$ cat src/design/bbem_pkg.sv
// Shared types and constants for the 3x3 edge-mean box blur.
`timescale 1ns / 1ps

package bbem_pkg;

    // Default geometry limits handed to the top-level parameters
    localparam int DEF_MAX_WIDTH  = 1024;
    localparam int DEF_MAX_HEIGHT = 1024;

    // Configuration port
    localparam int CFG_W     = 11;
    localparam int CFG_IDX_W = 1;
    localparam logic [CFG_W-1:0]     CFG_RESET        = 11'd1024;
    localparam logic [CFG_IDX_W-1:0] REG_IMAGE_WIDTH  = 1'b0;
    localparam logic [CFG_IDX_W-1:0] REG_IMAGE_HEIGHT = 1'b1;

    // Pixel layout: red in the lowest byte, alpha in the highest
    localparam int PIX_W     = 32;
    localparam int CH_RED    = 0;
    localparam int CH_GREEN  = 1;
    localparam int CH_BLUE   = 2;
    localparam int CH_ALPHA  = 3;
    localparam int NUM_COLOR = 3;
    localparam int SUM_W     = 12;

    typedef logic [3:0][7:0] pixel_t;

    // Decoupling queue between front and back
    localparam int QUEUE_DEPTH   = 4;
    localparam int QUEUE_PTR_W   = $clog2(QUEUE_DEPTH);
    localparam int QUEUE_LEVEL_W = $clog2(QUEUE_DEPTH + 1);

    // Which neighbors take part in one output, decided by the front
    typedef struct packed {
        logic emit;
        logic use_left;
        logic use_right;
        logic use_top;
        logic use_bottom;
        logic last;
    } flags_t;

    // One new window column: the pixel two rows up, one row up, and current
    typedef struct packed {
        pixel_t top;
        pixel_t mid;
        pixel_t bot;
    } column_t;

    typedef struct packed {
        flags_t  flags;
        column_t column;
    } entry_t;

    // Line store word: both earlier rows at one column
    typedef struct packed {
        pixel_t two_above;
        pixel_t above;
    } line_word_t;

    // Divisor for the number of in-frame neighbors
    typedef enum logic [1:0] {
        DIV_BY_4 = 2'd0,
        DIV_BY_6 = 2'd1,
        DIV_BY_9 = 2'd2
    } div_sel_t;

endpackage

$ cat src/design/bbem_queue.sv
// Short FIFO between the front end and the averaging back end.
`timescale 1ns / 1ps

module bbem_queue (
    input  logic                                clk,
    input  logic                                rst_n,
    input  logic                                push,
    input  bbem_pkg::entry_t                    push_entry,
    input  logic                                pop,
    output logic                                valid,
    output bbem_pkg::entry_t                    head,
    output logic [bbem_pkg::QUEUE_LEVEL_W-1:0]  level
);

    bbem_pkg::entry_t                        q_mem [bbem_pkg::QUEUE_DEPTH];
    logic [bbem_pkg::QUEUE_PTR_W-1:0]        wr_ptr_reg;
    logic [bbem_pkg::QUEUE_PTR_W-1:0]        rd_ptr_reg;
    logic [bbem_pkg::QUEUE_LEVEL_W-1:0]      count_reg;
    logic [bbem_pkg::QUEUE_LEVEL_W-1:0]      count_next;

    function automatic logic [bbem_pkg::QUEUE_PTR_W-1:0] ptr_inc(
        input logic [bbem_pkg::QUEUE_PTR_W-1:0] p
    );
        if (32'(p) == bbem_pkg::QUEUE_DEPTH - 1)
            return '0;
        return p + bbem_pkg::QUEUE_PTR_W'(1);
    endfunction

    assign valid = (count_reg != '0);
    assign head  = q_mem[rd_ptr_reg];
    assign level = count_reg;

    always_comb
    begin
        count_next = count_reg;
        if (push && !pop)
            count_next = count_reg + bbem_pkg::QUEUE_LEVEL_W'(1);
        else if (pop && !push)
            count_next = count_reg - bbem_pkg::QUEUE_LEVEL_W'(1);
    end

    always_ff @(posedge clk or negedge rst_n)
    begin
        if (!rst_n)
        begin
            wr_ptr_reg <= '0;
            rd_ptr_reg <= '0;
            count_reg  <= '0;
        end
        else
        begin
            if (push)
                wr_ptr_reg <= ptr_inc(wr_ptr_reg);
            if (pop)
                rd_ptr_reg <= ptr_inc(rd_ptr_reg);
            count_reg <= count_next;
        end
    end

    always_ff @(posedge clk)
    begin
        if (push)
            q_mem[wr_ptr_reg] <= push_entry;
    end

`ifndef SYNTHESIS
    a_no_overflow: assert property (@(posedge clk) disable iff (!rst_n)
        !(push && !pop && (32'(count_reg) == bbem_pkg::QUEUE_DEPTH)))
        else $error("queue overflow");

    a_no_underflow: assert property (@(posedge clk) disable iff (!rst_n)
        !(pop && (count_reg == '0)))
        else $error("queue underflow");

    a_level_tracks: assert property (@(posedge clk) disable iff (!rst_n)
        (push && !pop) |=> (count_reg == $past(count_reg) + bbem_pkg::QUEUE_LEVEL_W'(1)))
        else $error("queue level lost a push");
`endif

endmodule

$ cat config.mk
export PLATFORM = sky130hd
export DESIGN_NAME = bbem_queue
export DESIGN_NICKNAME = d
export VERILOG_FILES = /design/src/design/bbem_pkg.sv /design/src/design/bbem_queue.sv
export SDC_FILE = /design/constraint.sdc
export NUM_CORES = 1
export LEC_CHECK = 0
export ABC_AREA = 1
export BUFFER_PORTS_ARGS = -buffer_cell sky130_fd_sc_hd__buf_2
export CAP_MARGIN = 0
export CORE_MARGIN = 10
export CORE_UTILIZATION = 54
export CTS_CLUSTER_SIZE = 8
export DETAILED_ROUTE_END_ITERATION = 8
export HOLD_SLACK_MARGIN = 0.1
export PLACE_DENSITY = 0.76
export SYNTH_ARGS = -nofsm -noshare
export SYNTH_HDL_FRONTEND = slang
export SYNTH_SLANG_ARGS = --single-unit
export TNS_END_PERCENT = 10
$ cat constraint.sdc
create_clock -name clk -period 3.57 [get_ports clk]
set_input_delay 0.1785 -clock clk [delete_from_list [all_inputs] [get_ports clk]]
set_output_delay 0.1785 -clock clk [all_outputs]
set_load 0.02 [all_outputs]
## Yosys cells after proc, flatten, opt, wreduce, memory -nomap -nowiden

Memories as Yosys holds them, arrays and structs flattened.
Index checks and enable logic that the tools add are counted.
Widths: inputs -> output; s select.

- Register bits: 7
- RAM bits: 408
- Bits of input ports: 106
- Word-level logic and storage cells: 28
- Memories: 1

- $add $sub $neg: 4
- Equal/unequal tests: 2
- Multiplexer cells: 12
- Reduce and logical (&&, ||, !) cells: 6

Memories:

| name | depth | width | rd ports | clocked after Yosys merged registers in | wr ports | RTL line | source |
|---|---|---|---|---|---|---|---|
| q_mem | 4 | 102 | 1 | 0 | 1 | bbem_queue.sv:15 | `bbem_pkg::entry_t q_mem [bbem_pkg::QUEUE_DEPTH];` |

Operator list:

| kind | number |
|---|---|
| $mux 2 | 4 |
| $mux 1 | 6 |
| $mux 3 | 2 |
| $add 2x1->2 const B | 2 |
| $eq 2x2->1 const B | 2 |
| $add 3x1->3 const B | 1 |
| $reduce_bool 3->1 | 1 |
| $sub 3x1->3 const B | 1 |
| $logic_and 1x1->1 | 2 |
| $logic_not 1->1 | 2 |
| $reduce_bool 2->1 | 1 |

## Longest topological paths before layout

Gate-level depths: netlist of the first run.

- Word-level depth: 4
- Mapped depth: 9

## Least setup slack after synthesis of the first run

No wires, ideal clock.

- Path type: flip-flop to flip-flop
- Start: register wr_ptr_reg[0] in the netlist's numbering
- End: memory q_mem[2][0] in the netlist's numbering (enable)
- Setup time: 0.455 ns
- Arrival time: 2.630 ns
- Required time: 3.115 ns
- Path slack: 0.485 ns
- Cell stages (with the launch flop): 5
- Buffers on the path: 0
- Clock period less this slack: 3.085 ns
- Cell sequence: dfrtp_1 inv_1 ha_1 nand2_1 inv_1

RTL lines:

| element | RTL line | source |
|---|---|---|
| start, declared | bbem_queue.sv:16 | `logic [bbem_pkg::QUEUE_PTR_W-1:0] wr_ptr_reg;` |
| start signal, assigned | bbem_queue.sv:53 | `wr_ptr_reg <= ptr_inc(wr_ptr_reg);` |
| end, declared | bbem_queue.sv:15 |  |

Straight into the memory's write port.

==> qor.txt, run 1 <==
Top FF cell, synth -> edfxtp_1
Startpoint Class -> flop
routability cong. -> 0.796
Ys Warns -> 0
CP startpoint -> rd_ptr_reg[0]
Yosys cell types -> 19
max reg flops -> 408
R2R Setup Slk -> 1.41 ns
#FFs+latches synth -> 415
Hold Crit Class -> input port to flop
DRT Pass-1 Iters -> 5
Synth Area in Compound Gates -> 0.120
Biggest register -> q_mem
Root Buffer -> clkbuf_16
Die X-Extent -> 198 um
Via density -> 5.24
Global Route Usage Sum -> 0.191
share of Yosys cell area claimed by the top area cell type -> 0.719
dpl cells -> 1800
Clk pwr share -> 0.272
RSZ-0062 raised after global routing -> no
Skew-Pair Late Insertion Delay -> 0.55 ns
Layout fillers -> 2014
Yosys top cell by area -> edfxtp_1
initial antenna violation count -> 4
Syn Area/Cell -> 13.7 um2
Crit path required time -> 3.39 ns
Tmin final -> 2.68 ns
Seq pwr share -> 0.382
Mapped Nets -> 1355
largest family of logic cells by synthesized area -> compound AO/OA/AOI/OAI gates
die height -> 198 um
final hold vios -> 0
post-synth design cell area -> 17000 um2
post-synthesis mux area share -> 0
post_cts resized -> 0
post-synthesis xor/xnor area fraction -> 0.000514
max_cap viols -> 0
Worst Tran Pin Value -> 0.771 ns
Worst Path Max Fanout -> 124
CTS sink cnt -> 415
Seq. cell area -> 12400 um2
Leak Pwr -> 8.64 nW
status -> finished, final reports clean
Max Root-Sink Buffers -> 3
P_sw -> 6.14 mW
Vias -> 10.4k
Crit Path Category -> flop to output port
Max transition margin -> 0.486
Core ar. -> 30800 um2
number of global-route vias before repair -> 11.0k
Post-synth EDFFs -> 408
Final ANT Viol Nets -> 0
r2r startpoint -> wr_ptr_reg[1]
CTS H-tree depth -> 2
fin crit share -> 0.751
count leader, synth -> edfxtp_1
Worst setup EP type -> output port
fin nets -> 1682
fmax -> 373 MHz
Reg-to-Reg End -> q_mem[1][56]
DIE AREA -> 39100 um2
number of remaining DRC errors -> 0
FF-to-FF path depth -> 5
Setup TNS -> 0 ns
largest net degree at the start of global routing -> 125
Post-CTS Hold Buffers -> 106
Worst Path Arrival -> 2.50 ns
Synth Area in Simple Gates -> 0.0723
1st-iter DRT viols -> 614
first-pass GRT wire length -> 59600 um
combinational power share -> 0.346
worst hold path depth -> 2
CTS tree -> yes
Multi-input gate area -> 3390 um2
DR WL/cell -> 18.9 um
top cells by area, synth -> edfxtp_1, o211ai_2, nand2_1, inv_1, o211ai_1
Max Clock Skew -> 0.0193 ns
Non-Filler Instances -> 1983
area share of fa/ha/maj cells after synthesis -> 0.00558
I/O Pins -> 212
Layout area overhead -> 23.2%
cell-internal power -> 10.8 mW
final setup violation count -> 0
I/O Buffers -> 211
Post-CTS Setup Bufs -> 0
IR Drop Worst-Case VDD -> 0.000837 V
PwrDens -> 810 nW/um2
Synth Instances -> 1242
layout cell share with drive strength beyond 1 -> 0.250
clock slew at reported path FFs -> 0.05 ns
GRT overflow -> 0
Core Rows -> 64
final WL -> 37400 um
Post-synth ARST share -> 0.0169
DP HPWL -> 21200 um
register area share after synthesis -> 0.729
Net Sw Frac -> 0.361
Setup crit end -> head[42]
Post-synth top cells -> edfxtp_1, nand2_1, inv_1
Max Slew Vio Count -> 0
Design Power -> 17.0 mW
Initial Utilization -> 0.553
CTS Buf Count -> 57
## cell families (layout without fill, tap and decap cells)
logic type | Yosys count | after routing
adders and majority gates | 7 | 7
and+or+nand+nor | 327 | 327
xor gates and xnor gates | 1 | 1
AOI/OAI and AO/OA | 208 | 208
other | 0 | 5
buffers and inverters | 284 | 624
DFF | 415 | 415
## worst max-delay path, stage by stage (launching register included)
cell	delay [ns]
dfrtp_1	0.45
inv_8	0.41
buf_12	0.48
nand2_1	0.12
o211ai_1	0.11
nand2_1	0.10
buf_2	0.17
## metal layers
layer / routed length [um] / global-route usage / vias up
met1: 15500 / 0.237 / 5028
met2: 18800 / 0.327 / 323
li1: - / - / 4987
met3: 2390 / 0.0429 / 57
met5: 0 / 0 / -
met4: 700 / 0.0581 / 0
## power groups by stage
stage / sequential, mW / combinational, mW / clock [mW]
4_1_cts: 6.49 / 5.94 / 4.69
6_report: 6.50 / 5.87 / 4.62
5_1_grt: 6.55 / 6.43 / 4.91
3_3_place_gp: 6.54 / 5.71 / 0
3_5_place_dp: 6.57 / 5.82 / 0
2_1_floorplan: 6.60 / 4.02 / 0
## cell usage in the layout (no fill, tap or decap), types with 12 or more instances in the layout
cell | synthesis | routed
clkbuf_16 | 0 | 57
dlygate4sd3_1 | 0 | 106
o211ai_2 | 100 | 100
o211ai_1 | 104 | 104
inv_1 | 214 | 210
clkbuf_1 | 11 | 13
buf_2 | 40 | 211
buf_4 | 4 | 12
nand2_1 | 323 | 323
edfxtp_1 | 408 | 408
## stage by stage
step	cell area (um2)	hold slack (ns)	util	setup WS, ns
2_1_floorplan	17000	-0.117	-	0.485
3_3_place_gp	18400	0.0194	0.597	1.44
3_5_place_dp	18400	0.0224	0.597	1.39
4_1_cts	21000	0.348	0.680	0.854
5_1_grt	21000	0.364	0.680	0.656
6_report	21000	0.377	0.681	0.888
## area by class of cell
class / count / share of cell area
repair buffers: 335 / 0.111
multi-input cells: 543 / 0.161
clock inverters: 2 / 0.000835
clock buffers: 70 / 0.0703
inverters: 217 / 0.0399
flip-flops and latches: 415 / 0.592
diodes: 5 / 0.000596
well taps: 396 / 0.0236
## how the worst min path moves through the flow
| stage | from | to | slack (ns) |
|---|---|---|---|
| 6_report | push_entry[83] | q_mem[0][83] | 0.38 |
| 5_1_grt | push_entry[7] | q_mem[3][7] | 0.36 |
| 3_5_place_dp | rst_n | level[0] | 0.02 |
| 3_3_place_gp | rst_n | level[0] | 0.02 |
| 4_1_cts | push_entry[75] | q_mem[0][75] | 0.35 |
| 2_1_floorplan | rst_n | level[0] | -0.12 |
Note: power is estimated with default switching activity, not from simulation.
==> run 2: changes to the inputs <==
Settings changed: CORE_UTILIZATION 54 to 52, PLACE_DENSITY 0.76 to 0.77.
Clock period 3.57 ns to 2.2 ns, I/O delays scaled along.
==> run 2 against run 1 <==
Against the previous run: sequential cell count stayed put; routed wire length up 2.6%; via count rose by 0.32%; combinational power increased by 74%; setup slack worse by 0.81 ns; register-to-register slack worse by 0.84 ns; global-route usage fell by 0.53 points; die area increased by 3.5%; sequential power up 63%; sequential share of layout area shrank 1.1 points; hold slack worse by 0.064 ns; critical endpoint is now head[0].
==> qor.txt, run 2 (synthesis gave the netlist of run 1 again) <==
status -> finished, final reports clean
max reg flops -> 408
initial antenna violation count -> 3
Max Clock Skew -> 0.0123 ns
Worst Tran Pin Value -> 0.438 ns
critical-path cell with the highest stage delay -> dfrtp_2
PwrDens -> 1320 nW/um2
most frequent CP cell -> nand2_1
largest net degree at the start of global routing -> 68
post-place setup slack -> 0.505 ns
DIE AREA -> 40400 um2
final setup violation count -> 0
Die X-Extent -> 201 um
Final ANT Viol Nets -> 0
worst hold path depth -> 2
I/O Pins -> 212
1st-iter DRT viols -> 651
DP HPWL -> 21200 um
delay-heaviest family, CP -> buffers and inverters
CTS H-tree depth -> 2
DR WL/cell -> 18.8 um
Worst setup EP type -> output port
Core ar. -> 32500 um2
Post-CTS Setup Bufs -> 0
I/O Buffers -> 211
CTS tree -> yes
Reg-to-Reg End -> q_mem[2][21]
Max Root-Sink Buffers -> 3
worst hold margin -> 0.313 ns
Via density -> 5.11
worst path cell trace -> inv_16, buf_4, nand2_1, o211ai_1, nand2_1, buf_2
Root Buffer -> clkbuf_16
R2R Setup Slk -> 0.57 ns
Global Route Usage Sum -> 0.186
Layout area overhead -> 25.6%
Max transition margin -> 0.708
DRT Pass-1 Iters -> 4
Hold EP -> q_mem[1][9]
hold path start -> push_entry[9]
number of global-route vias before repair -> 10.8k
number of remaining DRC errors -> 0
layout cell share with drive strength beyond 1 -> 0.263
Crit path required time -> 2.09 ns
fin nets -> 1697
Leak Pwr -> 8.76 nW
GRT overflow -> 0
Non-Filler Instances -> 2039
Hold Crit Class -> input port to flop
Buf/Inv on CP -> 3
IR Drop Worst-Case VDD -> 0.000856 V
Largest stage delay, worst path -> 0.54 ns
Startpoint Class -> flop
first-pass GRT wire length -> 59700 um
FF-to-FF path depth -> 5
fin crit share -> 0.965
Tmin final -> 2.12 ns
Final Util -> 0.659
Worst Path Arrival -> 2.01 ns
Layout fillers -> 2216
most frequent cells in the layout -> edfxtp_1, nand2_1, buf_2, inv_1, dlygate4sd3_1
CTS sink cnt -> 415
Initial Utilization -> 0.525
r2r startpoint -> wr_ptr_reg[0]
Worst Path Max Fanout -> 14
clock slew at reported path FFs -> 0.05 ns
dpl cells -> 1856
fmax -> 471 MHz
die height -> 201 um
Skew-Pair Late Insertion Delay -> 0.56 ns
Final WS setup -> 0.0780 ns
RSZ-0062 raised after global routing -> yes
Setup TNS -> 0 ns
Biggest register -> q_mem
max_cap viols -> 0
CTS Buf Count -> 57
Crit Path Category -> flop to output port
routability cong. -> 0.761
Max Slew Vio Count -> 0
final WL -> 38400 um
final hold vios -> 0
most common cell after layout, fill and taps aside -> edfxtp_1
Core Rows -> 66
Vias -> 10.4k
[run 2: cell count changes in the layout (fill, tap and decap cells not counted), sizes merged]
cell	delta
buf	+11
clkbuf	+1
inv	-4
clkinvlp	+4
diode	-2
[run 2: final cells by class]
type | instances | area (um2) | share of cell area
Sequential cell | 415 | 12400 | 0.581
Tap cell | 442 | 553 | 0.0258
Timing Repair Buffer | 348 | 2650 | 0.124
Clock buffer | 69 | 1470 | 0.0688
Antenna cell | 3 | 7.51 | 0.000351
Multi-Input combinational cell | 543 | 3410 | 0.159
Timing Repair inverter | 2 | 17.5 | 0.000819
Inverter | 217 | 853 | 0.0399
[run 2: per-stage QoR]
| stage | total power [mW] | cell area (um2) |
|---|---|---|
| 2_1_floorplan | 17.2 | 17100 |
| 3_3_place_gp | 20.2 | 18700 |
| 3_5_place_dp | 20.5 | 18700 |
| 4_1_cts | 28.3 | 21300 |
| 5_1_grt | 29.7 | 21400 |
| 6_report | 28.2 | 21400 |
[run 2: layer usage]
metal | GRT usage | wire [um] | vias to the layer above | share of wire
met5 | 0 | 0 | - | 0
met4 | 0.0552 | 826 | 0 | 0.022
met3 | 0.0447 | 2390 | 60 | 0.062
met2 | 0.322 | 19500 | 302 | 0.51
met1 | 0.225 | 15600 | 5057 | 0.41
li1 | - | - | 5009 | -
[run 2: what timing repair did]
| action | in CTS | in global routing |
|---|---|---|
| cloned | 3 | 2 |
| setup endpoints to repair | 66 | 91 |
| hold endpoints to repair | 421 | 0 |
| hold buffers | 106 | 0 |
| gates resized for setup | 4 | 11 |
[run 2: worst max-delay path by stage]
stage / cells past startpoint / endpoint / slack [ns] / from
after floorplan: 4 / q_mem[0][0] / -0.36 / wr_ptr_reg[0]
after global placement: 6 / head[47] / 0.56 / rd_ptr_reg[0]
after detailed placement: 6 / head[83] / 0.50 / rd_ptr_reg[0]
after CTS: 6 / head[63] / -0.06 / rd_ptr_reg[0]
after global routing: 6 / head[87] / -0.02 / rd_ptr_reg[0]
final: 6 / head[0] / 0.08 / rd_ptr_reg[0]
[run 2: where the power goes]
part	switching, mW	internal, mW	total, mW
logic	6.82	3.33	10.2
registers	0.407	10.2	10.6
clock network	2.88	4.56	7.44
total	10.1	18.0	28.2
==> run 3: changes to the inputs <==
Settings changed: ABC_AREA 1 to not set, CORE_UTILIZATION 52 to 51, PLACE_DENSITY 0.77 to 0.76.
==> run 3 against run 2 <==
Against the previous run: the flow now finishes with violations (negative setup slack); maximum frequency decreased by 3.6%; hold slack got worse by 0.0068 ns; register-to-register slack about the same; sequential share of layout area increased by 5.2 points; synthesized cell count decreased by 54%; critical endpoint is now head[52].
==> qor.txt, run 3 <==
GRT overflow -> 0
die height -> 193 um
Layout area overhead -> 29.4%
clock slew at reported path FFs -> 0.05 ns
Tmin final -> 2.20 ns
Setup TNS -> -0.00198 ns
Die X-Extent -> 193 um
CTS tree -> yes
Root Buffer -> clkbuf_16
DRT Pass-1 Iters -> 5
final WL -> 32100 um
Core Rows -> 63
Core ar. -> 29500 um2
fin crit share -> 1.00
max reg flops -> 408
DIE AREA -> 37100 um2
Yosys cell types -> 22
DP HPWL -> 18400 um
CTS Buf Count -> 57
most frequent cells in the layout -> edfxtp_1, buf_2, dlygate4sd3_1, mux4_2, clkbuf_16
Initial Utilization -> 0.515
most common cell after layout, fill and taps aside -> edfxtp_1
worst hold margin -> 0.306 ns
Final WS setup -> -0.00198 ns
layout cell share with drive strength beyond 1 -> 0.422
Worst Path Max Fanout -> 14
register area share after synthesis -> 0.819
R2R Setup Slk -> 0.56 ns
fmax -> 454 MHz
I/O Buffers -> 211
Crit Path Category -> flop to output port
max_cap viols -> 0
Leak Pwr -> 6.84 nW
DR WL/cell -> 23.8 um
CP startpoint -> rd_ptr_reg[0]
Post-synth ARST share -> 0.0169
Crit path required time -> 2.09 ns
fin nets -> 1060
delay-heaviest family, CP -> buffers and inverters
Biggest register -> q_mem
Design Power -> 26.2 mW
number of remaining DRC errors -> 0
Ys Warns -> 0
Max transition margin -> 0.697
I/O Pins -> 212
Skew-Pair Late Insertion Delay -> 0.56 ns
critical-path cell with the highest stage delay -> mux4_2
CTS H-tree depth -> 2
Post-synth top cells -> edfxtp_1, mux4_2, buf_2
Worst Tran Pin Value -> 0.455 ns
status -> finished with violations
Worst Path Arrival -> 2.09 ns
count leader, synth -> edfxtp_1
share of Yosys cell area claimed by the top area cell type -> 0.807
Max Root-Sink Buffers -> 3
Post-synth EDFFs -> 408
Mapped Nets -> 682
largest net degree at the start of global routing -> 65
r2r startpoint -> wr_ptr_reg[1]
Syn Area/Cell -> 26.7 um2
Global Route Usage Sum -> 0.171
Vias -> 7356
hold path start -> push_entry[13]
PwrDens -> 1340 nW/um2
failing checks -> negative setup slack
RSZ-0062 raised after global routing -> yes
Final ANT Viol Nets -> 0
Startpoint Class -> flop
Yosys top cell by area -> edfxtp_1
Top FF cell, synth -> edfxtp_1
Buf/Inv on CP -> 3
DP Area -> 16800 um2
Hold Crit Class -> input port to flop
#FFs+latches synth -> 415
Via density -> 5.44
number of global-route vias before repair -> 8153
routability cong. -> 0.679
Synth Instances -> 569
Max Slew Vio Count -> 0
final setup violation count -> 1
initial antenna violation count -> 2
first-pass GRT wire length -> 48500 um
post-synth design cell area -> 15200 um2
Design Area, Final -> 19600 um2
top cells by area, synth -> edfxtp_1, mux4_2, dfrtp_1, buf_12, ha_1
final hold vios -> 0
Worst setup EP type -> output port
1st-iter DRT viols -> 506
IR Drop Worst-Case VDD -> 0.000885 V
Max Clock Skew -> 0.0213 ns
worst path cell trace -> clkbuf_4, buf_12, mux4_2, buf_2
Largest stage delay, worst path -> 0.56 ns
CTS sink cnt -> 415
-- run 3: changes by cell type after synthesis, sizes merged, moves of 2 or more --
| cell | previous run | this run |
|---|---|---|
| and2 | 0 | 4 |
| buf | 56 | 23 |
| clkbuf | 11 | 0 |
| inv | 217 | 4 |
| mux2 | 0 | 2 |
| mux4 | 0 | 102 |
| nand2 | 323 | 2 |
| o211ai | 204 | 0 |
| o21ai | 4 | 2 |
| xor2 | 0 | 2 |
-- run 3: report_power, final --
group / internal, mW / switching [mW] / total (mW)
registers: 10.2 / 0.391 / 10.5
logic: 3.65 / 4.60 / 8.25
clock network: 4.58 / 2.88 / 7.45
total: 18.4 / 7.86 / 26.2
-- run 3: final timing paths --
path,endpoint,depth (start not counted)
max,head[52],4
min,q_mem[0][13],2
max reg2reg,q_mem[1][43],4
min reg2reg,level[2],1
max in group asynchronous,rd_ptr_reg[1],3
min in group asynchronous,level[2],3
-- run 3: per-layer routing --
layer,global-route usage,vias up,share of wire
li1,-,3198,-
met1,0.222,3827,0.39
met2,0.287,291,0.51
met3,0.0464,40,0.081
met4,0.0367,0,0.013
met5,0,-,0
-- run 3: logic make-up after synthesis --
kind of cell,Yosys count,synth area share
buffers and inverters,27,0.0160
DFF,415,0.819
AOI/OAI and AO/OA,3,0.00115
xor gates and xnor gates,3,0.00173
adders and majority gates,7,0.00626
and+or+nand+nor,10,0.00338
muxes,104,0.153
-- run 3: layout make-up --
cell class | instances | area [um2]
Inverter | 4 | 15.0
Timing Repair Buffer | 342 | 2690
Antenna cell | 2 | 5.00
Multi-Input combinational cell | 127 | 2520
Tap cell | 390 | 488
Sequential cell | 415 | 12400
Clock buffer | 69 | 1470
Fill cell | 1811 | 9840
Clock inverter | 2 | 17.5
-- run 3: repair_timing --
action                                  CTS  global route
endpoints found under the hold margin   420             0
hold buffers                            106             0
pin swaps                                 0             0
endpoints found under the setup margin   94            87
resized for setup                        29            26
setup buffers                             4             3
-- run 3: worst reg2reg max path: stages, from the launching register on --
cell and delay (ns):
dfrtp_1 0.40, inv_1 0.12, ha_1 0.16, and2_4 0.35, buf_12 0.28
-- run 3: stage by stage --
step	utilization	std cells	setup slack [ns]
5_1_grt	0.666	1350	-0.0594
3_3_place_gp	0.571	1165	0.464
6_report	0.666	1351	-0.00198
3_5_place_dp	0.571	1165	0.446
2_1_floorplan	-	569	-0.0989
4_1_cts	0.662	1346	-0.0505
