--- config.mk ---
export PLATFORM = sky130hd
export DESIGN_NAME = bbem_back
export DESIGN_NICKNAME = d
export VERILOG_FILES = /design/src/design/bbem_pkg.sv /design/src/design/bbem_back.sv
export SDC_FILE = /design/constraint.sdc
export NUM_CORES = 1
export LEC_CHECK = 0
export ABC_AREA = 1
export BUFFER_PORTS_ARGS = -buffer_cell sky130_fd_sc_hd__buf_2
export CAP_MARGIN = 40
export CELL_PAD_IN_SITES_DETAIL_PLACEMENT = 1
export CELL_PAD_IN_SITES_GLOBAL_PLACEMENT = 2
export CORE_AREA = 3 3 282 284
export DETAILED_ROUTE_END_ITERATION = 10
export DIE_AREA = 0 0 285 287
export PLACE_DENSITY = 0.81
export SLEW_MARGIN = 20
export SYNTH_ARGS = -nofsm -noshare
export SYNTH_HDL_FRONTEND = slang
export SYNTH_SLANG_ARGS = --single-unit
export TNS_END_PERCENT = 5
--- constraint.sdc ---
create_clock -name clk -period 6.7 [get_ports clk]
set_input_delay 0.67 -clock clk [delete_from_list [all_inputs] [get_ports clk]]
set_output_delay 0.67 -clock clk [all_outputs]
set_load 0.01 [all_outputs]
--- src/design/bbem_pkg.sv ---
// Shared types and constants for the 3x3 edge-mean box blur.
`timescale 1ns / 1ps

package bbem_pkg;

    // Default geometry limits handed to the top-level parameters
    localparam int DEF_MAX_WIDTH  = 1024;
    localparam int DEF_MAX_HEIGHT = 1024;

    // Configuration port
    localparam int CFG_W     = 11;
    localparam int CFG_IDX_W = 1;
    localparam logic [CFG_W-1:0]     CFG_RESET        = 11'd1024;
    localparam logic [CFG_IDX_W-1:0] REG_IMAGE_WIDTH  = 1'b0;
    localparam logic [CFG_IDX_W-1:0] REG_IMAGE_HEIGHT = 1'b1;

    // Pixel layout: red in the lowest byte, alpha in the highest
    localparam int PIX_W     = 32;
    localparam int CH_RED    = 0;
    localparam int CH_GREEN  = 1;
    localparam int CH_BLUE   = 2;
    localparam int CH_ALPHA  = 3;
    localparam int NUM_COLOR = 3;
    localparam int SUM_W     = 12;

    typedef logic [3:0][7:0] pixel_t;

    // Decoupling queue between front and back
    localparam int QUEUE_DEPTH   = 4;
    localparam int QUEUE_PTR_W   = $clog2(QUEUE_DEPTH);
    localparam int QUEUE_LEVEL_W = $clog2(QUEUE_DEPTH + 1);

    // Which neighbors take part in one output, decided by the front
    typedef struct packed {
        logic emit;
        logic use_left;
        logic use_right;
        logic use_top;
        logic use_bottom;
        logic last;
    } flags_t;

    // One new window column: the pixel two rows up, one row up, and current
    typedef struct packed {
        pixel_t top;
        pixel_t mid;
        pixel_t bot;
    } column_t;

    typedef struct packed {
        flags_t  flags;
        column_t column;
    } entry_t;

    // Line store word: both earlier rows at one column
    typedef struct packed {
        pixel_t two_above;
        pixel_t above;
    } line_word_t;

    // Divisor for the number of in-frame neighbors
    typedef enum logic [1:0] {
        DIV_BY_4 = 2'd0,
        DIV_BY_6 = 2'd1,
        DIV_BY_9 = 2'd2
    } div_sel_t;

endpackage

--- src/design/bbem_back.sv ---
// Back end: 3x3 column window, neighbor sums, mean by reciprocal and output register.
`timescale 1ns / 1ps

module bbem_back (
    input  logic                          clk,
    input  logic                          rst_n,
    input  logic                          q_valid,
    input  bbem_pkg::entry_t              q_head,
    output logic                          pop,
    output logic                          m_tvalid,
    input  logic                          m_tready,
    output logic [bbem_pkg::PIX_W-1:0]    m_tdata,
    output logic                          m_tlast
);

    localparam logic [13:0] RECIP_6     = 14'd10923;
    localparam logic [13:0] RECIP_9     = 14'd7282;
    localparam int          RECIP_SHIFT = 16;
    localparam int          PROD_W      = bbem_pkg::SUM_W + 14;

    bbem_pkg::column_t                  left_reg;
    bbem_pkg::column_t                  cen_reg;

    logic                               out_ready;
    logic                               s_ready;
    logic                               emit;

    logic [bbem_pkg::SUM_W-1:0]         sum [bbem_pkg::NUM_COLOR];
    bbem_pkg::div_sel_t                 div_sel;

    logic                               s_valid_reg;
    logic [bbem_pkg::SUM_W-1:0]         s_sum_reg [bbem_pkg::NUM_COLOR];
    bbem_pkg::div_sel_t                 s_div_reg;
    logic [7:0]                         s_alpha_reg;
    logic                               s_last_reg;

    logic                               m_valid_reg;
    bbem_pkg::pixel_t                   m_data_reg;
    logic                               m_last_reg;
    bbem_pkg::pixel_t                   mean_px;

    function automatic logic [bbem_pkg::SUM_W-1:0] col_sum(
        input bbem_pkg::column_t c,
        input int                ch,
        input logic              use_top,
        input logic              use_bottom
    );
        logic [bbem_pkg::SUM_W-1:0] s;
        s = bbem_pkg::SUM_W'(c.mid[ch]);
        if (use_top)
            s = s + bbem_pkg::SUM_W'(c.top[ch]);
        if (use_bottom)
            s = s + bbem_pkg::SUM_W'(c.bot[ch]);
        return s;
    endfunction

    // Truncated quotient by 4, 6 or 9; the reciprocal is exact over the sum range
    function automatic logic [7:0] mean_of(
        input logic [bbem_pkg::SUM_W-1:0] s,
        input bbem_pkg::div_sel_t         d
    );
        logic [PROD_W-1:0] prod;
        prod = '0;
        case (d)
            bbem_pkg::DIV_BY_4: prod = PROD_W'(s) << (RECIP_SHIFT - 2);
            bbem_pkg::DIV_BY_6: prod = PROD_W'(s) * PROD_W'(RECIP_6);
            bbem_pkg::DIV_BY_9: prod = PROD_W'(s) * PROD_W'(RECIP_9);
            default:            prod = PROD_W'(s) << (RECIP_SHIFT - 2);
        endcase
        return 8'(prod >> RECIP_SHIFT);
    endfunction

    assign out_ready = !m_valid_reg || m_tready;
    assign s_ready   = !s_valid_reg || out_ready;
    assign pop       = q_valid && s_ready;
    assign emit      = pop && q_head.flags.emit;

    // Left is the older window column, centre the newer; the entry is the right column
    always_comb
    begin
        for (int ch = 0; ch < bbem_pkg::NUM_COLOR; ch++)
        begin
            sum[ch] = col_sum(cen_reg, ch, q_head.flags.use_top, q_head.flags.use_bottom);
            if (q_head.flags.use_left)
                sum[ch] = sum[ch] + col_sum(left_reg, ch, q_head.flags.use_top,
                                            q_head.flags.use_bottom);
            if (q_head.flags.use_right)
                sum[ch] = sum[ch] + col_sum(q_head.column, ch, q_head.flags.use_top,
                                            q_head.flags.use_bottom);
        end

        if ((q_head.flags.use_left && q_head.flags.use_right) &&
            (q_head.flags.use_top && q_head.flags.use_bottom))
            div_sel = bbem_pkg::DIV_BY_9;
        else if ((q_head.flags.use_left && q_head.flags.use_right) ||
                 (q_head.flags.use_top && q_head.flags.use_bottom))
            div_sel = bbem_pkg::DIV_BY_6;
        else
            div_sel = bbem_pkg::DIV_BY_4;
    end

    always_comb
    begin
        for (int ch = 0; ch < bbem_pkg::NUM_COLOR; ch++)
            mean_px[ch] = mean_of(s_sum_reg[ch], s_div_reg);
        mean_px[bbem_pkg::CH_ALPHA] = s_alpha_reg;
    end

    always_ff @(posedge clk or negedge rst_n)
    begin
        if (!rst_n)
        begin
            s_valid_reg <= 1'b0;
            m_valid_reg <= 1'b0;
        end
        else
        begin
            if (s_ready)
                s_valid_reg <= emit;
            if (out_ready)
                m_valid_reg <= s_valid_reg;
        end
    end

    always_ff @(posedge clk)
    begin
        if (pop)
        begin
            left_reg <= cen_reg;
            cen_reg  <= q_head.column;
        end
        if (emit)
        begin
            s_sum_reg   <= sum;
            s_div_reg   <= div_sel;
            s_alpha_reg <= cen_reg.mid[bbem_pkg::CH_ALPHA];
            s_last_reg  <= q_head.flags.last;
        end
        if (s_valid_reg && out_ready)
        begin
            m_data_reg <= mean_px;
            m_last_reg <= s_last_reg;
        end
    end

    assign m_tvalid = m_valid_reg;
    assign m_tdata  = m_data_reg;
    assign m_tlast  = m_last_reg;

endmodule

[Yosys cells after proc, flatten, opt, wreduce, memory -nomap -nowiden]
Index checks and enable logic that the tools add are counted.
Word-level totals
  flip-flop bits (word level): 234
  latch bits: 0
  memory bits (writable): 0
  ROM bits: 0
  input port bits: 106
  output and inout bits: 35
  logic and storage cells: 115
  memories kept: 0
Cells by class
  add/sub/neg operators: 24
  multiply operators: 6
  divide/modulo/power cells: 0
  magnitude comparators: 0
  equality and inequality tests: 2
  shifts and indexed selects: 0
  mux-type cells: 40
  bitwise gates (word level): 0
  reduce and logical (&&, ||, !) cells: 11
Operator list (number)
  12-bit two-way mux: 27
  24-bit case mux with 2 select lines: 3
  12-bit by 8-bit adder with 12-bit output: 9
  8-bit by 8-bit adder with 9-bit output: 9
  9-bit two-way mux: 9
  12-bit adder: 6
  12-bit by 14-bit multiplier with 24-bit output, second input constant: 3
  12-bit by 12-bit multiplier with 23-bit output, second input constant: 3
  1-bit logical AND: 6
  1-bit logical OR: 3
  2-bit by 1-bit == test with 1-bit output, second input constant: 1
  2-bit == test, second input constant: 1
  1-bit zero test: 2
  1-bit two-way mux: 1

[Longest topological paths before layout]
Gate-level depths: netlist of run 1.
  depth after elaboration: 10
  depth in mapped cells: 36
  mapped depth without buffers: 36

[Worst setup path after synthesis of run 1]
No wires, ideal clock.
  path kind: input-to-reg
  from: input port q_head[98] in the netlist's numbering
  to: register s_sum_reg[10] in the netlist's numbering (data pin)
  setup time: 253 ps
  data arrival time: 4715 ps
  data required time: 6447 ps
  path slack: 1732 ps
  stages on the path: 25
  path buffers: 3
  cells stage by stage: inv_1 -> buf_2 -> buf_2 -> buf_1 -> nand2_1 -> nand2_1 -> ha_1 -> fa_1 -> nand2_1 -> nand2_1 -> fa_1 -> inv_1 -> o21ai_0 -> inv_1 -> fa_1 -> o31ai_1 -> inv_1 -> o21ai_1 -> a31oi_1 -> nor2_1 -> o21ai_1 -> nand2_1 -> nand2_1 -> nand3_1 -> nand2_1
RTL lines
  start, declared: line bbem_back.sv:8  | input bbem_pkg::entry_t q_head,
  end signal, assigned: line bbem_back.sv:134  | s_sum_reg <= sum;
  end, declared: line bbem_back.sv:32  | logic [bbem_pkg::SUM_W-1:0] s_sum_reg [bbem_pkg::NUM_COLOR];

==> flow_metrics.env, run 1 <==
export IMPL_io_buffers=124
export IMPL_die_area_um2=81800
export IMPL_cts_sinks=234
export IMPL_fin_setup_tns_ns=0
export IMPL_largest_reg_flops=80
export IMPL_syn_nets=4473
export IMPL_path_clk_slew_ns=0.06
export IMPL_antennaDiodeCount=0
export IMPL_path_class="register to register"
export IMPL_dr_total_vias=23791
export IMPL_fin_nets=4607
export IMPL_worst_slew_pin_slew_ns=0.742
export IMPL_synth_edf_count=232
export IMPL_hold_viol=0
export IMPL_grt_setup_unrepaired="no"
export IMPL_grt_overflow=0
export IMPL_maxCapViolCount=0
export IMPL_firstDrtPassIters=4
export IMPL_synthDistinctLibCells=51
export IMPL_worstHoldStart="q_head[63]"
export IMPL_stdcell_count=4727
export IMPL_reg2regPathDepth=31
export IMPL_detail_route_antenna_nets=0
export IMPL_endpoint_kind="register"
export IMPL_crit_top_cell="nand2_1"
export IMPL_core_rowCount=102
export IMPL_drive_above_1_share_pct=7.27
export IMPL_drt_iter0_drc=825
export IMPL_numCtsBuffers=30
export IMPL_drc=0
export IMPL_clock_fmax_mhz=179
export IMPL_grt_use_total_pct=19.5
export IMPL_htreeDepth=1
export IMPL_critical_path_max_stage_delay_ns=0.43
export IMPL_layout_common_cells="nand2_1 (668), ha_1 (600), inv_1 (561)"
export IMPL_min_period_over_period_pct=83.3
export IMPL_placed_area_um2=32800
export IMPL_clk_latency_ns=0.59
export IMPL_via_per_inst=5.03
export IMPL_coreArea_um2=77300
export IMPL_netlist_area_um2=30800
export IMPL_crit_fanout=4
export IMPL_die_y_um=287
export IMPL_critical_path_required_ns=7.05
export IMPL_syn_area_per_cell_um2=8.73
export IMPL_place_congestion=0.815
export IMPL_netlist_instances=3530
export IMPL_cts_root_buffer="clkbuf_16"
export IMPL_startpoint_type="register"
export IMPL_fin_crit_ns=5.58
export IMPL_maxSlewViolCount=0
export IMPL_area_growth_pct=9.85
export IMPL_grt_max_degree=117
export IMPL_async_flop_share_pct=0.855
export IMPL_cp_arrival_ns=5.93
export IMPL_routed_wl_um=78800
export IMPL_yosysSeqAreaShare_pct=22.8
export IMPL_relSlewSlack_pct=50.5
export IMPL_critPathSlowestCell="o21ai_0"
export IMPL_ctsLongestPathBuffers=3
export IMPL_ys_warn_count=0
export IMPL_place_hpwl_um=66600
export IMPL_ys_ff_latch=234
export IMPL_layout_commonest_cell="nand2_1"
export IMPL_fin_area_um2=33900
export IMPL_die_w_um=285
export IMPL_dp_cells=4670
export IMPL_finalSetupViolations=0
export IMPL_crit_start="cen_reg[48]"
export IMPL_synth_main_ff_cell="edfxtp_1"
export IMPL_cts_tree="yes"
export IMPL_n_fill_cell=9273
export IMPL_holdPathStages=1
export IMPL_ios=141
export IMPL_status="finished, final reports clean"
export IMPL_whs_ns=0.258
export IMPL_grt_pass1_vias=25399
export IMPL_antenna_found_initial=1
export IMPL_start_util_pct=39.8
export IMPL_fin_skew_ns=0.0118
export IMPL_wl_per_cell_um=16.7
export IMPL_grt_pass1_wl_um=130000
export IMPL_holdCritPathClass="primary input to register"
export IMPL_reg2reg_from="cen_reg[48]"
==> worst max-delay path, delay by kind of cell (launching register included) <==
kind	cells	cell delay, ns
buf+inv	3	0.24
fa+ha+maj	5	1.72
compound gates	8	1.60
simple gates	13	1.07
xor+xnor	2	0.28
flops	1	0.42
==> final timing paths <==
path                                        to  slack [ns]
worst max-delay path             s_sum_reg[10]        1.12
worst min-delay path               cen_reg[63]        0.26
worst max register to register   s_sum_reg[10]        1.12
worst min register to register  s_alpha_reg[1]        0.41
max in group asynchronous             m_tvalid        6.20
min in group asynchronous          s_valid_reg        0.40
==> cells in the mapped netlist, types with 3 or more instances <==
master,n,area share (%)
xnor2_1,51,1.4
buf_1,8,0.097
nor2_1,176,2.1
edfxtp_1,232,23
a21o_1,15,0.37
o21ai_1,39,0.63
a31oi_1,44,0.89
nor3_1,15,0.24
a21oi_1,210,3.4
or2_2,25,0.51
o21bai_1,28,0.68
fa_1,237,15
o21a_1,7,0.17
o31ai_1,14,0.34
o21ai_2,7,0.20
a21boi_0,18,0.44
nand2_2,8,0.16
nand4_1,14,0.28
nand3b_1,10,0.24
and2_1,15,0.30
o21ai_0,200,3.2
a21oi_2,8,0.23
a211oi_1,6,0.15
ha_1,600,24
nand3_1,141,2.3
xor2_1,81,2.3
nand3_2,6,0.19
o211ai_1,9,0.22
nand2_1,668,8.1
buf_2,13,0.21
nor2_2,3,0.061
clkbuf_1,31,0.38
inv_2,3,0.037
inv_1,563,6.9
==> stage by stage <==
step / worst slack [ns] / util, %
after global placement: 0.969 / 42.4
final: 1.12 / 43.8
after global routing: 0.541 / 43.8
after floorplan: 1.73 / -
after CTS: 1.08 / 43.7
after detailed placement: 0.872 / 42.4
==> layer usage <==
layer / vias up / GRT usage [%] / part of all wire [%] / wire [um]
met5: - / 0 / 0 / 0
met4: 0 / 2.51 / 1.2 / 914
met3: 54 / 1.79 / 2.8 / 2210
met2: 203 / 34.0 / 47 / 37400
met1: 11469 / 27.0 / 49 / 38300
li1: 12065 / - / - / -
==> area by class of cell <==
cell class	count	area, um2	share of cell area, %
Sequential cell	234	7020	20.7
Tap cell	1040	1300	3.84
Clock buffer	41	843	2.49
Inverter	568	2140	6.32
Timing Repair Buffer	155	908	2.68
Clock inverter	14	175	0.517
Multi-Input combinational cell	2675	21500	63.4
==> timing repair <==
action,4_1_cts,5_1_grt
buffers inserted,0,0
resized for setup,0,0
endpoints found under the hold margin,2,0
hold buffers,1,0
==> cells by family (layout without fill, tap and decap cells) <==
group,count (synthesis),after routing,synth area share [%]
AO/OA/AOI/OAI,617,617,11.3
flip-flops,234,234,22.8
buffers and inverters,621,778,7.63
XOR/XNOR,132,132,3.75
adder cells (fa/ha/maj),837,837,39.8
AND/OR/NAND/NOR,1089,1089,14.7
Power of run 1 is left out: the tool's default activity adds up to more than one toggle a clock period on the data nets, which glitch-free logic cannot reach.
==> run 2: changes to the inputs <==
==> constraint.sdc (replaced) <==
create_clock -name clk -period 5.7 [get_ports clk]
set_input_delay 0.57 -clock clk [delete_from_list [all_inputs] [get_ports clk]]
set_output_delay 0.57 -clock clk [all_outputs]
set_load 0.01 [all_outputs]
==> run 2 against run 1 <==
  * Non-clock buffer count up 20
  * Core utilization up 0.16 points
  * Register-to-register slack worse by 0.72 ns
  * Critical path depth down 14
  * First-iteration DRC count down 0.24%
  * Clock skew up 0.0058 ns
  * Critical endpoint is now m_tdata[7]
  * Largest cell class unchanged
==> flow_metrics.env, run 2 (synthesis gave the netlist of run 1 again) <==
export IMPL_holdCritPathClass="primary input to register"
export IMPL_htreeDepth=1
export IMPL_fin_skew_ns=0.0177
export IMPL_placed_area_um2=33000
export IMPL_grt_overflow=0
export IMPL_place_hpwl_um=67600
export IMPL_final_util_pct=43.9
export IMPL_maxCapViolCount=0
export IMPL_grt_use_total_pct=19.5
export IMPL_fin_area_um2=34000
export IMPL_fin_nets=4626
export IMPL_area_growth_pct=10.2
export IMPL_coreArea_um2=77300
export IMPL_cts_tree="yes"
export IMPL_fin_setup_tns_ns=0
export IMPL_cts_sinks=234
export IMPL_drive_above_1_share_pct=7.91
export IMPL_dp_cells=4690
export IMPL_clock_fmax_mhz=189
export IMPL_crit_fanout=6
export IMPL_clk_latency_ns=0.59
export IMPL_cts_root_buffer="clkbuf_16"
export IMPL_die_w_um=285
export IMPL_layout_commonest_cell="nand2_1"
export IMPL_maxSlewViolCount=0
export IMPL_drt_iter0_drc=823
export IMPL_start_util_pct=39.8
export IMPL_min_period_over_period_pct=93.0
export IMPL_grt_max_degree=76
export IMPL_via_per_inst=5.02
export IMPL_hold_viol=0
export IMPL_numCtsBuffers=29
export IMPL_die_y_um=287
export IMPL_cts_setup_buffers=0
export IMPL_status="finished, final reports clean"
export IMPL_place_congestion=0.806
export IMPL_grt_pass1_wl_um=130000
export IMPL_grt_setup_unrepaired="yes"
export IMPL_antenna_found_initial=2
export IMPL_cp_arrival_ns=5.63
export IMPL_layout_common_cells="nand2_1 (668), ha_1 (600), inv_1 (561)"
export IMPL_core_rowCount=102
export IMPL_path_clk_slew_ns=0.07
export IMPL_stdcell_count=4746
export IMPL_worst_slew_pin_slew_ns=0.692
export IMPL_largest_reg_flops=80
export IMPL_drc=0
export IMPL_startpoint_type="register"
export IMPL_dr_total_vias=23839
export IMPL_n_fill_cell=9267
export IMPL_relSlewSlack_pct=53.8
export IMPL_critical_path_required_ns=6.03
export IMPL_ios=141
export IMPL_firstDrtPassIters=5
export IMPL_endpoint_kind="register"
export IMPL_die_area_um2=81800
export IMPL_grt_pass1_vias=25381
export IMPL_ctsLongestPathBuffers=3
export IMPL_routed_wl_um=79200
export IMPL_fin_crit_ns=5.30
export IMPL_wl_per_cell_um=16.7
export IMPL_finalSetupViolations=0
export IMPL_io_buffers=124
export IMPL_path_class="register to register"
export IMPL_detail_route_antenna_nets=0
==> run 2: per-layer routing <==
metal / wire length [um] / track usage, % / part of all wire, %
met1: 38300 / 26.9 / 48
met2: 37400 / 34.1 / 47
met3: 2410 / 1.86 / 3.0
met4: 1040 / 2.92 / 1.3
met5: 13 / 0 / 0.016
==> run 2: path summary, 6_finish.rpt <==
kind                          startpoint        endpoint  slack (ns)  cells past startpoint
setup / recovery           s_sum_reg[29]      m_tdata[7]        0.40                     17
hold / removal                q_head[96]      s_last_reg        0.16                      1
setup reg to reg           s_sum_reg[29]      m_tdata[7]        0.40                     17
hold reg to reg              cen_reg[57]  s_alpha_reg[1]        0.42                      0
max in group asynchronous          rst_n     s_valid_reg        5.30                      2
min in group asynchronous          rst_n        m_tvalid        0.30                      2
==> run 2: worst max-delay path: stages, from the launching register on <==
cell	delay [ns]
edfxtp_1	0.58
ha_1	0.44
ha_1	0.35
inv_1	0.10
fa_1	0.54
inv_1	0.06
fa_1	0.50
fa_1	0.49
ha_1	0.36
a21oi_1	0.25
inv_1	0.07
a31oi_1	0.22
nor3_1	0.07
o21ai_0	0.16
nand3_1	0.17
a21boi_0	0.18
o21ai_0	0.14
a31oi_1	0.37
==> run 2: final cells by class <==
cell class	instances	area, um2	area share (%)
multi-input combinational	2675	21500	63.3
sequential	234	7020	20.7
inverter	568	2140	6.30
tap	1040	1300	3.83
timing repair buffer	175	1090	3.21
clock buffer	34	744	2.19
clock inverter	19	185	0.545
antenna	1	2.50	0.00737
==> run 2: metrics by stage <==
stage          setup slack (ns)  hold slack, ns
4_1_cts                   0.279           0.116
3_5_place_dp              0.278           0.365
2_1_floorplan             0.832           0.274
6_report                  0.398           0.157
3_3_place_gp              0.355           0.359
5_1_grt                 -0.0287           0.119
==> run 2: timing repair <==
item	in CTS	in global routing
setup endpoints to repair	0	9
gates resized for setup	0	15
hold endpoints to repair	2	0
hold buffers	1	0
Power of run 2 is left out for the same reason.
==> run 3: changes to the inputs <==
==> constraint.sdc (replaced) <==
create_clock -name clk -period 5.7 [get_ports clk]
set_input_delay 1.71 -clock clk [delete_from_list [all_inputs] [get_ports clk]]
set_output_delay 1.71 -clock clk [all_outputs]
set_load 0.05 [all_outputs]
==> run 3 against run 2 <==
  * Critical path depth increased by 13
  * First-iteration DRC count decreased by 13%
  * Core utilization increased by 3.6 points
  * Die area unchanged
  * Maximum frequency decreased by 1.5%
==> flow_metrics.env, run 3 (synthesis gave the netlist of run 1 again) <==
export IMPL_status="finished, final reports clean"
export IMPL_fin_crit_ns=5.38
export IMPL_fin_skew_ns=0.0198
export IMPL_multi_input_area_um2=21800
export IMPL_coreArea_um2=77300
export IMPL_drc=0
export IMPL_dr_total_vias=25023
export IMPL_fin_nets=4932
export IMPL_die_y_um=287
export IMPL_die_area_um2=81800
export IMPL_io_buffers=124
export IMPL_critical_path_max_stage_delay_ns=0.52
export IMPL_relSlewSlack_pct=31.5
export IMPL_grt_pass1_vias=26803
export IMPL_crit_top_cell="nand2_1"
export IMPL_cts_sinks=234
export IMPL_antenna_found_initial=3
export IMPL_placed_area_um2=35300
export IMPL_grt_use_total_pct=20.3
export IMPL_core_rowCount=102
export IMPL_layout_common_cells="nand2_1 (663), ha_1 (586), inv_1 (561)"
export IMPL_path_class="primary input to register"
export IMPL_cp_arrival_ns=5.68
export IMPL_routed_wl_um=82800
export IMPL_startpoint_type="primary input"
export IMPL_clk_latency_ns=0.55
export IMPL_grt_overflow=0
export IMPL_drt_iter0_drc=719
export IMPL_worst_slew_pin_slew_ns=1.03
export IMPL_detail_route_antenna_nets=0
export IMPL_drive_above_1_share_pct=16.5
export IMPL_htreeDepth=2
export IMPL_path_clk_slew_ns=0.06
export IMPL_hold_viol=0
export IMPL_stdcell_count=5055
export IMPL_holdCritPathClass="register to register"
export IMPL_maxCapViolCount=0
export IMPL_fin_setup_tns_ns=0
export IMPL_grt_pass1_wl_um=135000
export IMPL_firstDrtPassIters=5
export IMPL_layout_commonest_cell="nand2_1"
export IMPL_largest_reg_flops=80
export IMPL_start_util_pct=39.8
export IMPL_endpoint_kind="register"
export IMPL_grt_setup_unrepaired="no"
export IMPL_place_congestion=0.809
export IMPL_fin_area_um2=36800
export IMPL_grt_max_degree=149
export IMPL_via_per_inst=4.95
export IMPL_n_fill_cell=9286
export IMPL_finalSetupViolations=0
export IMPL_numCtsBuffers=34
export IMPL_area_growth_pct=19.3
export IMPL_maxSlewViolCount=0
export IMPL_seqCellArea_um2=7020
export IMPL_ios=141
export IMPL_cts_root_buffer="clkbuf_16"
export IMPL_ctsLongestPathBuffers=3
export IMPL_min_period_over_period_pct=94.4
export IMPL_die_w_um=285
export IMPL_clock_fmax_mhz=186
export IMPL_antennaDiodeCount=0
export IMPL_crit_fanout=18
export IMPL_critical_path_required_ns=5.99
export IMPL_dp_cells=4986
export IMPL_critPathSlowestCell="fa_2"
export IMPL_place_hpwl_um=70300
export IMPL_cts_tree="yes"
export IMPL_wl_per_cell_um=16.4
-- run 3: cell types whose count changed in the layout (fill, tap and decap cells not counted), moves of 7 or more --
cell / before / now
clkbuf_16: 29 / 36
a21oi_1: 208 / 192
ha_1: 600 / 586
o21ai_1: 48 / 57
o21ai_0: 190 / 173
buf_4: 44 / 344
o21ai_2: 8 / 16
ha_4: 0 / 10
a21oi_2: 9 / 25
-- run 3: worst paths after layout --
| path | from | endpoint | slack [ns] | cells past startpoint |
|---|---|---|---|---|
| setup / recovery | q_head[98] | s_sum_reg[34] | 0.32 | 30 |
| setup reg to reg | s_sum_reg[23] | m_tdata[14] | 0.42 | 21 |
| max in group asynchronous | rst_n | m_tvalid | 4.66 | 1 |
| min in group asynchronous | rst_n | s_valid_reg | 0.94 | 1 |
| hold / removal | cen_reg[61] | s_alpha_reg[5] | 0.42 | 0 |
| hold reg to reg | cen_reg[61] | s_alpha_reg[5] | 0.42 | 0 |
-- run 3: per-stage QoR --
stage,util (%),hold slack [ns],setup slack (ns)
4_1_cts,47.1,0.419,0.0674
3_5_place_dp,45.6,0.405,-0.513
2_1_floorplan,-,0.400,0.000387
6_report,47.5,0.417,0.316
3_3_place_gp,45.6,0.401,-0.379
5_1_grt,47.5,0.425,0.000308
-- run 3: area by class of cell --
cell class | count | area share, %
Timing Repair Buffer | 476 | 9.14
Tap cell | 1040 | 3.54
Inverter | 568 | 5.83
Multi-Input combinational cell | 2675 | 59.3
Clock buffer | 39 | 2.42
Sequential cell | 234 | 19.1
Clock inverter | 23 | 0.708
-- run 3: metal layers --
layer / vias up / track usage, % / routed length, um / part of all wire, %
met5: - / 0 / 9 / 0.011
met2: 236 / 35.9 / 40100 / 48
li1: 12728 / - / - / -
met1: 11974 / 27.2 / 39200 / 47
met3: 83 / 2.20 / 2130 / 2.6
met4: 2 / 3.71 / 1340 / 1.6
-- run 3: what timing repair did --
item	4_1_cts	5_1_grt
gates resized for setup	0	76
setup endpoints to repair	0	14
setup buffers	0	6
hold buffers	0	0
-- run 3: worst max-delay path, delay by kind of cell --
kind	cells	cell delay, ns
simple gates	13	0.95
compound gates	8	1.13
buf+inv	4	0.36
xor+xnor	1	0.15
fa+ha+maj	4	1.36
Power of run 3 is left out for the same reason.
